<file path="src/fade_boundary_generator_defines.svh">
// Assertion macros for the fade boundary generator.
// Expects clk and arst_n in the scope of each use.
`ifndef FADE_BOUNDARY_GENERATOR_DEFINES_SVH
`define FADE_BOUNDARY_GENERATOR_DEFINES_SVH

// same-cycle implication
`define FBG_ASSERT_SAME(label, ante, cons, msg) \
	label: assert property (@(posedge clk) disable iff (!arst_n) (ante) |-> (cons)) \
		else $error(msg);

// next-cycle implication
`define FBG_ASSERT_NEXT(label, ante, cons, msg) \
	label: assert property (@(posedge clk) disable iff (!arst_n) (ante) |=> (cons)) \
		else $error(msg);

`endif

</file>
<file path="src/fbg_pkg.sv">
// Shared types and constants of the fade boundary generator.
// No dependencies.
package fbg_pkg;

	localparam int unsigned SR_W       = 20;
	localparam int unsigned FADE_W     = 12;
	localparam int unsigned POS_W      = 64;
	localparam int unsigned ID_W       = 32;
	localparam int unsigned CFG_IDX_W  = 2;
	localparam int unsigned CFG_DATA_W = 32;
	localparam int unsigned QDEPTH     = 2;

	localparam logic [CFG_IDX_W-1:0] REG_SAMPLE_RATE = 2'd0;
	localparam logic [CFG_IDX_W-1:0] REG_FADES_EN    = 2'd1;
	localparam logic [CFG_IDX_W-1:0] REG_TRACK_ID    = 2'd2;

	localparam logic [SR_W-1:0] SR_RESET = 20'd48000;

	localparam int unsigned FADE_MS     = 3;
	localparam int unsigned ROUND_HALF  = 500;
	localparam int unsigned MS_PER_S    = 1000;
	localparam int unsigned RECIP_SHIFT = 32;
	localparam int unsigned X_W         = SR_W + 2;
	localparam int unsigned RECIP_W     = 23;
	localparam logic [RECIP_W-1:0] RECIP_1000 =
		RECIP_W'((64'd1 << RECIP_SHIFT) / MS_PER_S + 1);

	typedef struct packed {
		logic             close_old;
		logic             old_gap;
		logic [POS_W-1:0] old_pos;
		logic [POS_W-1:0] old_len;
		logic             last;
		logic             cur_gap;
		logic [POS_W-1:0] cur_pos;
		logic [POS_W-1:0] cur_len;
		logic [POS_W-1:0] end_pos;
	} job_t;

	// round(sr * 3 / 1000) via reciprocal multiply, exact for all 20-bit rates
	function automatic logic [FADE_W-1:0] fade_default(input logic [SR_W-1:0] sr);
		logic [X_W-1:0]             x;
		logic [X_W+RECIP_W-1:0]     prod;
		x    = X_W'(sr) * X_W'(FADE_MS) + X_W'(ROUND_HALF);
		prod = (X_W+RECIP_W)'(x) * (X_W+RECIP_W)'(RECIP_1000);
		return prod[RECIP_SHIFT +: FADE_W];
	endfunction

endpackage

</file>
<file path="src/fbg_front.sv">
// Front end: accepts spans, tracks the current run and issues close jobs.
// Depends on fbg_pkg.
module fbg_front import fbg_pkg::*; (
	input  logic                    clk,
	input  logic                    arst_n,
	input  logic                    in_valid,
	output logic                    in_ready,
	input  logic                    is_gap,
	input  logic signed [POS_W-1:0] span_start,
	input  logic signed [POS_W-1:0] span_length,
	input  logic signed [POS_W-1:0] source_offset,
	input  logic [ID_W-1:0]         asset_ref,
	input  logic [ID_W-1:0]         media_gen,
	input  logic [ID_W-1:0]         units_numer,
	input  logic [ID_W-1:0]         units_denom,
	input  logic                    last_span,
	input  logic                    q_full,
	output logic                    push,
	output job_t                    job
);

	logic             run_active_q;
	logic             run_gap_q;
	logic [POS_W-1:0] run_start_q;
	logic [POS_W-1:0] run_len_q;
	logic [POS_W-1:0] run_src_q;
	logic [POS_W-1:0] run_end_q;
	logic [POS_W-1:0] src_end_q;
	logic [ID_W-1:0]  asset_q;
	logic [ID_W-1:0]  gen_q;
	logic [ID_W-1:0]  numer_q;
	logic [ID_W-1:0]  denom_q;

	logic             accept;
	logic             len_ok;
	logic             cont;
	logic [POS_W-1:0] end_sum;
	logic [POS_W-1:0] src_sum;
	logic [POS_W-1:0] len_next;

	assign in_ready = !q_full;
	assign accept   = in_valid && !q_full;

	always_comb begin
		len_ok = !run_len_q[POS_W-1] && (run_len_q != '0);
		// run_end_q / src_end_q hold start+len and source+len of the run
		cont = run_active_q && !run_gap_q && !is_gap && len_ok
			&& !run_start_q[POS_W-1] && !run_src_q[POS_W-1]
			&& !run_end_q[POS_W-1] && !src_end_q[POS_W-1]
			&& (run_end_q == span_start) && (src_end_q == source_offset)
			&& (asset_q == asset_ref) && (gen_q == media_gen)
			&& (numer_q == units_numer) && (denom_q == units_denom);
		end_sum  = span_start + span_length;
		src_sum  = source_offset + span_length;
		len_next = cont ? (run_len_q + span_length) : span_length;

		job.close_old = !cont && run_active_q;
		job.old_gap   = run_gap_q;
		job.old_pos   = run_start_q;
		job.old_len   = run_len_q;
		job.last      = last_span;
		job.cur_gap   = is_gap;
		job.cur_pos   = cont ? run_start_q : span_start;
		job.cur_len   = len_next;
		job.end_pos   = end_sum;
		push = accept && (job.close_old || last_span);
	end

	always_ff @(posedge clk or negedge arst_n) begin
		if (!arst_n) begin
			run_active_q <= 1'b0;
		end else if (accept) begin
			run_active_q <= !last_span;
		end
	end

	always_ff @(posedge clk) begin
		if (accept) begin
			run_len_q <= len_next;
			run_end_q <= end_sum;
			src_end_q <= src_sum;
			if (!cont) begin
				run_gap_q   <= is_gap;
				run_start_q <= span_start;
				run_src_q   <= source_offset;
				asset_q     <= asset_ref;
				gen_q       <= media_gen;
				numer_q     <= units_numer;
				denom_q     <= units_denom;
			end
		end
	end

endmodule

</file>
<file path="src/fbg_queue.sv">
// Short job queue between front and back end.
// Depends on fbg_pkg.
module fbg_queue import fbg_pkg::*; (
	input  logic clk,
	input  logic arst_n,
	input  logic push,
	input  job_t wr_job,
	output logic full,
	input  logic pop,
	output logic empty,
	output job_t rd_job
);

	localparam int unsigned PW = (QDEPTH > 1) ? $clog2(QDEPTH) : 1;
	localparam int unsigned CW = $clog2(QDEPTH + 1);

	job_t            mem_q [QDEPTH];
	logic [PW-1:0]   wr_ptr_q;
	logic [PW-1:0]   rd_ptr_q;
	logic [CW-1:0]   count_q;

	assign full   = (count_q == CW'(QDEPTH));
	assign empty  = (count_q == '0);
	assign rd_job = mem_q[rd_ptr_q];

	always_ff @(posedge clk or negedge arst_n) begin
		if (!arst_n) begin
			wr_ptr_q <= '0;
			rd_ptr_q <= '0;
			count_q  <= '0;
		end else begin
			if (push) begin
				wr_ptr_q <= (wr_ptr_q == PW'(QDEPTH - 1)) ? '0 : wr_ptr_q + 1'b1;
			end
			if (pop) begin
				rd_ptr_q <= (rd_ptr_q == PW'(QDEPTH - 1)) ? '0 : rd_ptr_q + 1'b1;
			end
			if (push && !pop) begin
				count_q <= count_q + 1'b1;
			end else if (pop && !push) begin
				count_q <= count_q - 1'b1;
			end
		end
	end

	always_ff @(posedge clk) begin
		if (push) begin
			mem_q[wr_ptr_q] <= wr_job;
		end
	end

endmodule

</file>
<file path="src/fbg_back.sv">
// Back end: turns close jobs into up to three boundary beats.
// Depends on fbg_pkg.
module fbg_back import fbg_pkg::*; (
	input  logic                    clk,
	input  logic                    arst_n,
	input  logic                    q_empty,
	input  job_t                    q_job,
	output logic                    q_pop,
	input  logic [FADE_W-1:0]       def_fade,
	input  logic                    fades_en,
	input  logic [ID_W-1:0]         track_cfg,
	output logic                    out_valid,
	input  logic                    out_ready,
	output logic [ID_W-1:0]         boundary_track,
	output logic signed [POS_W-1:0] boundary_pos,
	output logic [FADE_W-1:0]       fade_before,
	output logic [FADE_W-1:0]       fade_after,
	output logic                    last_of_run
);

	localparam int unsigned NCAND = 3;

	function automatic logic [FADE_W-1:0] tail_fade(input logic gap,
		input logic [POS_W-1:0] len, input logic [FADE_W-1:0] dflt);
		logic [POS_W-2:0] half;
		half = len[POS_W-1:1];
		if (gap || len[POS_W-1] || (len == '0)) begin
			return '0;
		end
		if (half[POS_W-2:FADE_W] != '0) begin
			return dflt;
		end
		return (half[FADE_W-1:0] < dflt) ? half[FADE_W-1:0] : dflt;
	endfunction

	logic [NCAND-1:0]  pend_q;
	logic [POS_W-1:0]  cpos_q [NCAND];
	logic [FADE_W-1:0] cbef_q [NCAND];
	logic [FADE_W-1:0] caft_q [NCAND];
	logic [FADE_W-1:0] prev_q;

	logic              out_valid_q;
	logic [ID_W-1:0]   track_q;
	logic [POS_W-1:0]  pos_q;
	logic [FADE_W-1:0] bef_q;
	logic [FADE_W-1:0] aft_q;
	logic              lor_q;

	logic              out_free;
	logic              issue;
	logic [1:0]        idx;
	logic [NCAND-1:0]  sel_oh;
	logic [NCAND-1:0]  pend_left;
	logic              load;
	logic [FADE_W-1:0] t_old;
	logic [FADE_W-1:0] t_cur;
	logic [FADE_W-1:0] p1;
	logic [NCAND-1:0]  new_pend;
	logic [FADE_W-1:0] prev_next;

	always_comb begin
		out_free = !out_valid_q || out_ready;
		issue    = out_free && (pend_q != '0);
		priority if (pend_q[0]) begin
			idx = 2'd0;
		end else if (pend_q[1]) begin
			idx = 2'd1;
		end else begin
			idx = 2'd2;
		end
		sel_oh    = NCAND'(1) << idx;
		pend_left = pend_q & ~sel_oh;
		load      = !q_empty && ((pend_q == '0) || (issue && (pend_left == '0)));

		t_old = tail_fade(q_job.old_gap, q_job.old_len, def_fade);
		t_cur = tail_fade(q_job.cur_gap, q_job.cur_len, def_fade);
		p1    = q_job.close_old ? t_old : prev_q;
		new_pend[0] = q_job.close_old && ((prev_q != '0) || (t_old != '0));
		new_pend[1] = q_job.last && ((p1 != '0) || (t_cur != '0));
		new_pend[2] = q_job.last && (t_cur != '0);
		if (!fades_en) begin
			new_pend = '0;
		end
		prev_next = q_job.last ? '0 : p1;
	end

	assign q_pop = load;

	always_ff @(posedge clk or negedge arst_n) begin
		if (!arst_n) begin
			pend_q      <= '0;
			prev_q      <= '0;
			out_valid_q <= 1'b0;
		end else begin
			if (load) begin
				pend_q <= new_pend;
				prev_q <= prev_next;
			end else if (issue) begin
				pend_q <= pend_left;
			end
			if (issue) begin
				out_valid_q <= 1'b1;
			end else if (out_ready) begin
				out_valid_q <= 1'b0;
			end
		end
	end

	always_ff @(posedge clk) begin
		if (load) begin
			cpos_q[0] <= q_job.old_pos;
			cbef_q[0] <= prev_q;
			caft_q[0] <= t_old;
			cpos_q[1] <= q_job.cur_pos;
			cbef_q[1] <= p1;
			caft_q[1] <= t_cur;
			cpos_q[2] <= q_job.end_pos;
			cbef_q[2] <= t_cur;
			caft_q[2] <= '0;
		end
		if (issue) begin
			track_q <= track_cfg;
			pos_q   <= cpos_q[idx];
			bef_q   <= cbef_q[idx];
			aft_q   <= caft_q[idx];
			lor_q   <= (pend_left == '0);
		end
	end

	assign out_valid      = out_valid_q;
	assign boundary_track = track_q;
	assign boundary_pos   = pos_q;
	assign fade_before    = bef_q;
	assign fade_after     = aft_q;
	assign last_of_run    = lor_q;

endmodule

</file>
<file path="src/fade_boundary_generator.sv">
// Fade boundary generator, top level.
// Spans of one track enter on in_valid/in_ready, one beat per span, in timeline
// order; last_span marks the final span. Boundaries leave on out_valid/out_ready,
// at most three beats per span, last_of_run set on the final beat a span causes.
// Configuration writes use cfg_valid/cfg_ready with cfg_index and cfg_data
// (0 sample rate, 1 fades enable, 2 track id); cfg_ready is always high. The user
// must make writes only while the block is idle; the block does not enforce this.
// A span's job goes through the job queue, the candidate registers and the output register.
// Throughput: one span per cycle in while the two-entry job queue has room,
// one boundary per cycle out while out_ready is high.
// Reset clears the run state, the queue and the output register and loads the
// register defaults (48 kHz, fades on, track 0).
// When the receiver stalls, the output register holds, the back end stops, the
// queue fills and in_ready drops.
// Depends on fbg_pkg, fbg_front, fbg_queue, fbg_back and the defines header.
`include "fade_boundary_generator_defines.svh"

module fade_boundary_generator import fbg_pkg::*; (
	input  logic                    clk,
	input  logic                    arst_n,
	input  logic                    cfg_valid,
	output logic                    cfg_ready,
	input  logic [CFG_IDX_W-1:0]    cfg_index,
	input  logic [CFG_DATA_W-1:0]   cfg_data,
	input  logic                    in_valid,
	output logic                    in_ready,
	input  logic                    is_gap,
	input  logic signed [POS_W-1:0] span_start,
	input  logic signed [POS_W-1:0] span_length,
	input  logic signed [POS_W-1:0] source_offset,
	input  logic [ID_W-1:0]         asset_ref,
	input  logic [ID_W-1:0]         media_gen,
	input  logic [ID_W-1:0]         units_numer,
	input  logic [ID_W-1:0]         units_denom,
	input  logic                    last_span,
	output logic                    out_valid,
	input  logic                    out_ready,
	output logic [ID_W-1:0]         boundary_track,
	output logic signed [POS_W-1:0] boundary_pos,
	output logic [FADE_W-1:0]       fade_before,
	output logic [FADE_W-1:0]       fade_after,
	output logic                    last_of_run
);

	logic [SR_W-1:0]   sample_rate_q;
	logic              fades_en_q;
	logic [ID_W-1:0]   track_id_q;
	logic [FADE_W-1:0] def_q;

	logic q_push;
	logic q_full;
	logic q_pop;
	logic q_empty;
	job_t wr_job;
	job_t rd_job;

	assign cfg_ready = 1'b1;

	always_ff @(posedge clk or negedge arst_n) begin
		if (!arst_n) begin
			sample_rate_q <= SR_RESET;
			fades_en_q    <= 1'b1;
			track_id_q    <= '0;
			def_q         <= fade_default(SR_RESET);
		end else begin
			def_q <= fade_default(sample_rate_q);
			if (cfg_valid) begin
				unique case (cfg_index)
					REG_SAMPLE_RATE: sample_rate_q <= cfg_data[SR_W-1:0];
					REG_FADES_EN:    fades_en_q    <= cfg_data[0];
					REG_TRACK_ID:    track_id_q    <= cfg_data[ID_W-1:0];
					default: begin
					end
				endcase
			end
		end
	end

	fbg_front u_front (
		.clk           (clk),
		.arst_n        (arst_n),
		.in_valid      (in_valid),
		.in_ready      (in_ready),
		.is_gap        (is_gap),
		.span_start    (span_start),
		.span_length   (span_length),
		.source_offset (source_offset),
		.asset_ref     (asset_ref),
		.media_gen     (media_gen),
		.units_numer   (units_numer),
		.units_denom   (units_denom),
		.last_span     (last_span),
		.q_full        (q_full),
		.push          (q_push),
		.job           (wr_job)
	);

	fbg_queue u_queue (
		.clk    (clk),
		.arst_n (arst_n),
		.push   (q_push),
		.wr_job (wr_job),
		.full   (q_full),
		.pop    (q_pop),
		.empty  (q_empty),
		.rd_job (rd_job)
	);

	fbg_back u_back (
		.clk            (clk),
		.arst_n         (arst_n),
		.q_empty        (q_empty),
		.q_job          (rd_job),
		.q_pop          (q_pop),
		.def_fade       (def_q),
		.fades_en       (fades_en_q),
		.track_cfg      (track_id_q),
		.out_valid      (out_valid),
		.out_ready      (out_ready),
		.boundary_track (boundary_track),
		.boundary_pos   (boundary_pos),
		.fade_before    (fade_before),
		.fade_after     (fade_after),
		.last_of_run    (last_of_run)
	);

	`FBG_ASSERT_SAME(a_fade_nonzero, out_valid, (fade_before != '0) || (fade_after != '0), "boundary beat with both fades zero")
	`FBG_ASSERT_SAME(a_fade_bound, out_valid, (fade_before <= def_q) && (fade_after <= def_q), "fade exceeds default length")
	`FBG_ASSERT_SAME(a_queue_room, q_push, !q_full, "job pushed into full queue")
	`FBG_ASSERT_NEXT(a_disabled_silent, !fades_en_q && !out_valid, !out_valid, "boundary while fades disabled")

endmodule

</file>
<file path="config.mk">
export PLATFORM = sky130hd
export DESIGN_NAME = fade_boundary_generator
export DESIGN_NICKNAME = d
export VERILOG_FILES = /design/src/fbg_pkg.sv /design/src/fbg_front.sv /design/src/fbg_queue.sv /design/src/fbg_back.sv /design/src/fade_boundary_generator.sv
export VERILOG_INCLUDE_DIRS = /design/src /design/src/src
export SDC_FILE = /design/constraint.sdc
export NUM_CORES = 2
export LEC_CHECK = 0
export ABC_AREA = 1
export BUFFER_PORTS_ARGS = -buffer_cell sky130_fd_sc_hd__buf_2
export CAP_MARGIN = 30
export CORE_MARGIN = 2
export CORE_UTILIZATION = 56
export DETAILED_ROUTE_END_ITERATION = 6
export MAX_ROUTING_LAYER = met4
export PLACE_DENSITY = 0.77
export SYNTH_ARGS = -nofsm -noshare
export SYNTH_HDL_FRONTEND = slang
export SYNTH_SLANG_ARGS = --single-unit
</file>
<file path="constraint.sdc">
create_clock -name clk -period 24.1 [get_ports clk]
set_input_delay 1.205 -clock clk [delete_from_list [all_inputs] [get_ports clk]]
set_output_delay 1.205 -clock clk [all_outputs]
set_load 0.01 [all_outputs]
</file>
==> flow_summary.yaml <==
outcome:
  status: "finished, violations left"
  violations: "DRC"
synth:
  yosys_warnings: 0
  synth_top_area_cell: "edfxtp_1"
  synth_area_leaders: "edfxtp_1, nand2_1, ha_1"
  ys_types: 56
  syn_area_sq_um: 76800
  synthFlopType: "edfxtp_1"
  synth_nets: 8289
  synth_seq_cells: 1481
  async_reset_ff_share_pct: 5.81
  netlist_instances: 7398
  ys_seq_area_share_pct: 57.4
  synth-edff-count: 1395
  synth.top_cell.area_share_pct: 54.6
  syn_avg_cell_area_sq_um: 10.4
floorplanning:
  num_rows: 135
  dieArea_sq_um: 140000
  die_h_microns: 374
  start_util_pct: 56.5
  core_area_sq_um: 136000
  die_x_microns: 374
  io_pins: 485
grt:
  grt_overflow: 0
  grt_pass1_vias: 55700
  grt_pass1_wl_microns: 371000
  grt_max_degree: 140
  grt_antenna_before_repair: 30
  grt_usage_pct: 37.6
sta:
  finalCritPeriodShare_pct: 33.8
  fmax_mhz: 123
  finalHoldViolations: 0
  rsz0062_at_grt: "false"
  finClkSkew_ps: 57.6
  slew_violations: 0
  worstMarginPinSlew_ps: 1070
  setup_viol: 0
  fin_setup_tns_ps: 0
  min_period_ps: 8140
  maxSlewHeadroom_pct: 28.1
route:
  wl_per_cell_microns: 26.1
  via_per_inst: 5.89
  dr.pass1.iters: 7
  vias: 58200
  drtAntennaViolNets: 0
  drc: 1
  drtIter0Drc: 7631
  routed_wl_microns: 258000
clock_tree:
  clock_latency_ps: 830
  postCtsResizedCells: 0
  cts_hold_buffers: 0
  cts.sinks: 1481
  clock_path_buffers: 3
  cts_tree: "done"
  cts_made_buffers: 152
  clk_pin_slew_ps: 60
  cts_max_level: 4
  postCtsSetupBuffers: 0
  clock-root-buffer: "clkbuf_16"
placed_design:
  dp_hpwl_microns: 198000
  numPortBuffers: 483
  place_congestion: 1.11
run:
  drv_cap: 0
finish:
  fin_nets: 8844
  syn2layout_area_growth_pct: 12.9
  n_fill_cell: 10700
  drive_above_1_share_pct: 10.7
setup_path:
  crit_slowest_cell: "xor2_1"
  crit_type: "register to register"
  arrival_ps: 8850
  r2r_slack_ps: 15960
  cp-end-kind: "register"
  cp_max_fo: 8
  worstSetupStartpointType: "register"
  slowest_delay_ps: 750
  required_ps: 24820
hold_path:
  worstHoldPathType: "primary input to asynchronous set/reset pin"
-- routing by layer --
metal	wire length [microns]	share of wire, %	global-route usage [%]
met5	0	0	-
met4	10800	4.2	14.7
met3	27500	11	7.11
met2	115000	45	55.4
met1	105000	41	51.9
-- through the flow --
| step | std cells | worst slack, ps | cell area (sq um) | utilization, % | hold slack [ps] |
|---|---|---|---|---|---|
| 2_1_floorplan | 7398 | 90.4 | 76800 | - | 419 |
| 3_3_place_gp | 9562 | 16160 | 81200 | 59.8 | 421 |
| 3_5_place_dp | 9568 | 16060 | 81300 | 59.8 | 431 |
| 4_1_cts | 9847 | 16000 | 86400 | 63.6 | 234 |
| 5_1_grt | 9878 | 15480 | 86600 | 63.8 | 262 |
| 6_report | 9887 | 15960 | 86700 | 63.8 | 262 |
-- worst paths after layout --
path	start	cells past startpoint	endpoint
worst max register to register	sample_rate_q[0]$_DFFE_PN0P_	32	def_q[10]$_DFF_PN0_
min in group clk	u_front.run_start_q[35]$_DFFE_PP_	0	u_queue.mem_q[0][293]$_DFFE_PP_
worst min-delay path	arst_n	1	track_id_q[8]$_DFFE_PN0P_
worst max-delay path	sample_rate_q[0]$_DFFE_PN0P_	32	def_q[10]$_DFF_PN0_
max in group asynchronous	arst_n	3	def_q[7]$_DFF_PN1_
worst min register to register	u_front.run_start_q[35]$_DFFE_PP_	0	u_queue.mem_q[0][293]$_DFFE_PP_
-- layout by cell type, fill, tap and decap left out, types with 14 or more instances in the layout --
| cell type | Yosys | final |
|---|---|---|
| diode_2 | 0 | 28 |
| a21oi_1 | 379 | 378 |
| a21boi_0 | 18 | 18 |
| nand2_1 | 1725 | 1725 |
| a21o_1 | 25 | 25 |
| fa_1 | 101 | 101 |
| o211ai_1 | 23 | 23 |
| clkinv_2 | 0 | 27 |
| buf_2 | 23 | 482 |
| nand3b_1 | 15 | 15 |
| o21ai_0 | 289 | 289 |
| o22ai_1 | 14 | 14 |
| xor2_1 | 241 | 241 |
| ha_1 | 429 | 429 |
| buf_4 | 6 | 38 |
| nor4_1 | 84 | 84 |
| or2_2 | 55 | 55 |
| nor2_1 | 704 | 702 |
| nand3_1 | 253 | 251 |
| clkbuf_16 | 0 | 153 |
| nor3_1 | 77 | 77 |
| dfrtp_1 | 76 | 74 |
| xnor2_1 | 161 | 161 |
| clkbuf_1 | 87 | 24 |
| clkinv_1 | 1 | 30 |
| nand4_1 | 100 | 100 |
| edfxtp_1 | 1395 | 1395 |
| inv_1 | 871 | 866 |
| a31oi_1 | 66 | 66 |
| o21a_1 | 33 | 33 |
-- cell families (layout without fill, tap and decap cells) --
group,after synthesis,after routing,share of synthesized area (%)
xor+xnor,402,402,4.59
compound gates,907,907,6.58
mux,13,13,0.189
buf+inv,1006,1686,5.03
simple gates,3058,3058,16.6
flops,1481,1481,57.4
fa+ha+maj,530,530,9.63
other cells,1,29,0.00489
-- worst max-delay path, delay by kind of cell (launching register included) --
family | cells | cell delay (ps)
flops | 1 | 510
buf+inv | 3 | 190
fa+ha+maj | 10 | 3850
simple gates | 10 | 970
compound gates | 7 | 1600
xor+xnor | 2 | 920
-- state kept, by name, indices dropped and copies added (netlist names), 20 cells and up --
signal / flops
sample_rate_q: 20
track_id_q: 32
u_back.boundary_pos: 64
u_back.boundary_track: 32
u_back.cbef_q: 36
u_back.cpos_q: 192
u_front.asset_q: 32
u_front.denom_q: 32
u_front.gen_q: 32
u_front.numer_q: 32
u_front.run_end_q: 64
u_front.run_len_q: 64
u_front.run_start_q: 64
u_front.src_end_q: 64
u_queue.mem_q: 648
-- synthesized netlist by cell type, drive strengths merged, types with 3 or more instances --
cell type     n
xnor2       161
o221ai        6
o22ai        14
clkbuf       87
nand3b       15
buf          45
edfxtp     1395
nor4         84
inv         873
nor3b        13
o2111ai       4
mux2         12
nor4b        10
dfrtp        76
nand3       261
o21bai       12
a211oi        3
dfstp        10
a21oi       382
a21o         25
a31oi        66
nor3         77
fa          101
nand4       100
o221a         3
o21a         33
or2          57
nand2b        4
o31ai         5
ha          429
xor2        241
nor2        709
o21ai       301
nand2      1725
a21boi       21
a221oi        5
o211ai       23
-- cell type report --
type / count / area, sq um / share of cell area (%)
Sequential cell: 1481 / 44100 / 50.9
Multi-Input combinational cell: 4911 / 28900 / 33.3
Clock buffer: 185 / 4030 / 4.65
Inverter: 874 / 3310 / 3.82
Timing Repair Buffer: 533 / 3000 / 3.46
Tap cell: 1781 / 2230 / 2.57
Clock inverter: 94 / 1060 / 1.23
Antenna cell: 28 / 70.1 / 0.0809
Power is left out: the tool's default activity adds up to more than one toggle a clock period on the data nets, which glitch-free logic cannot reach.
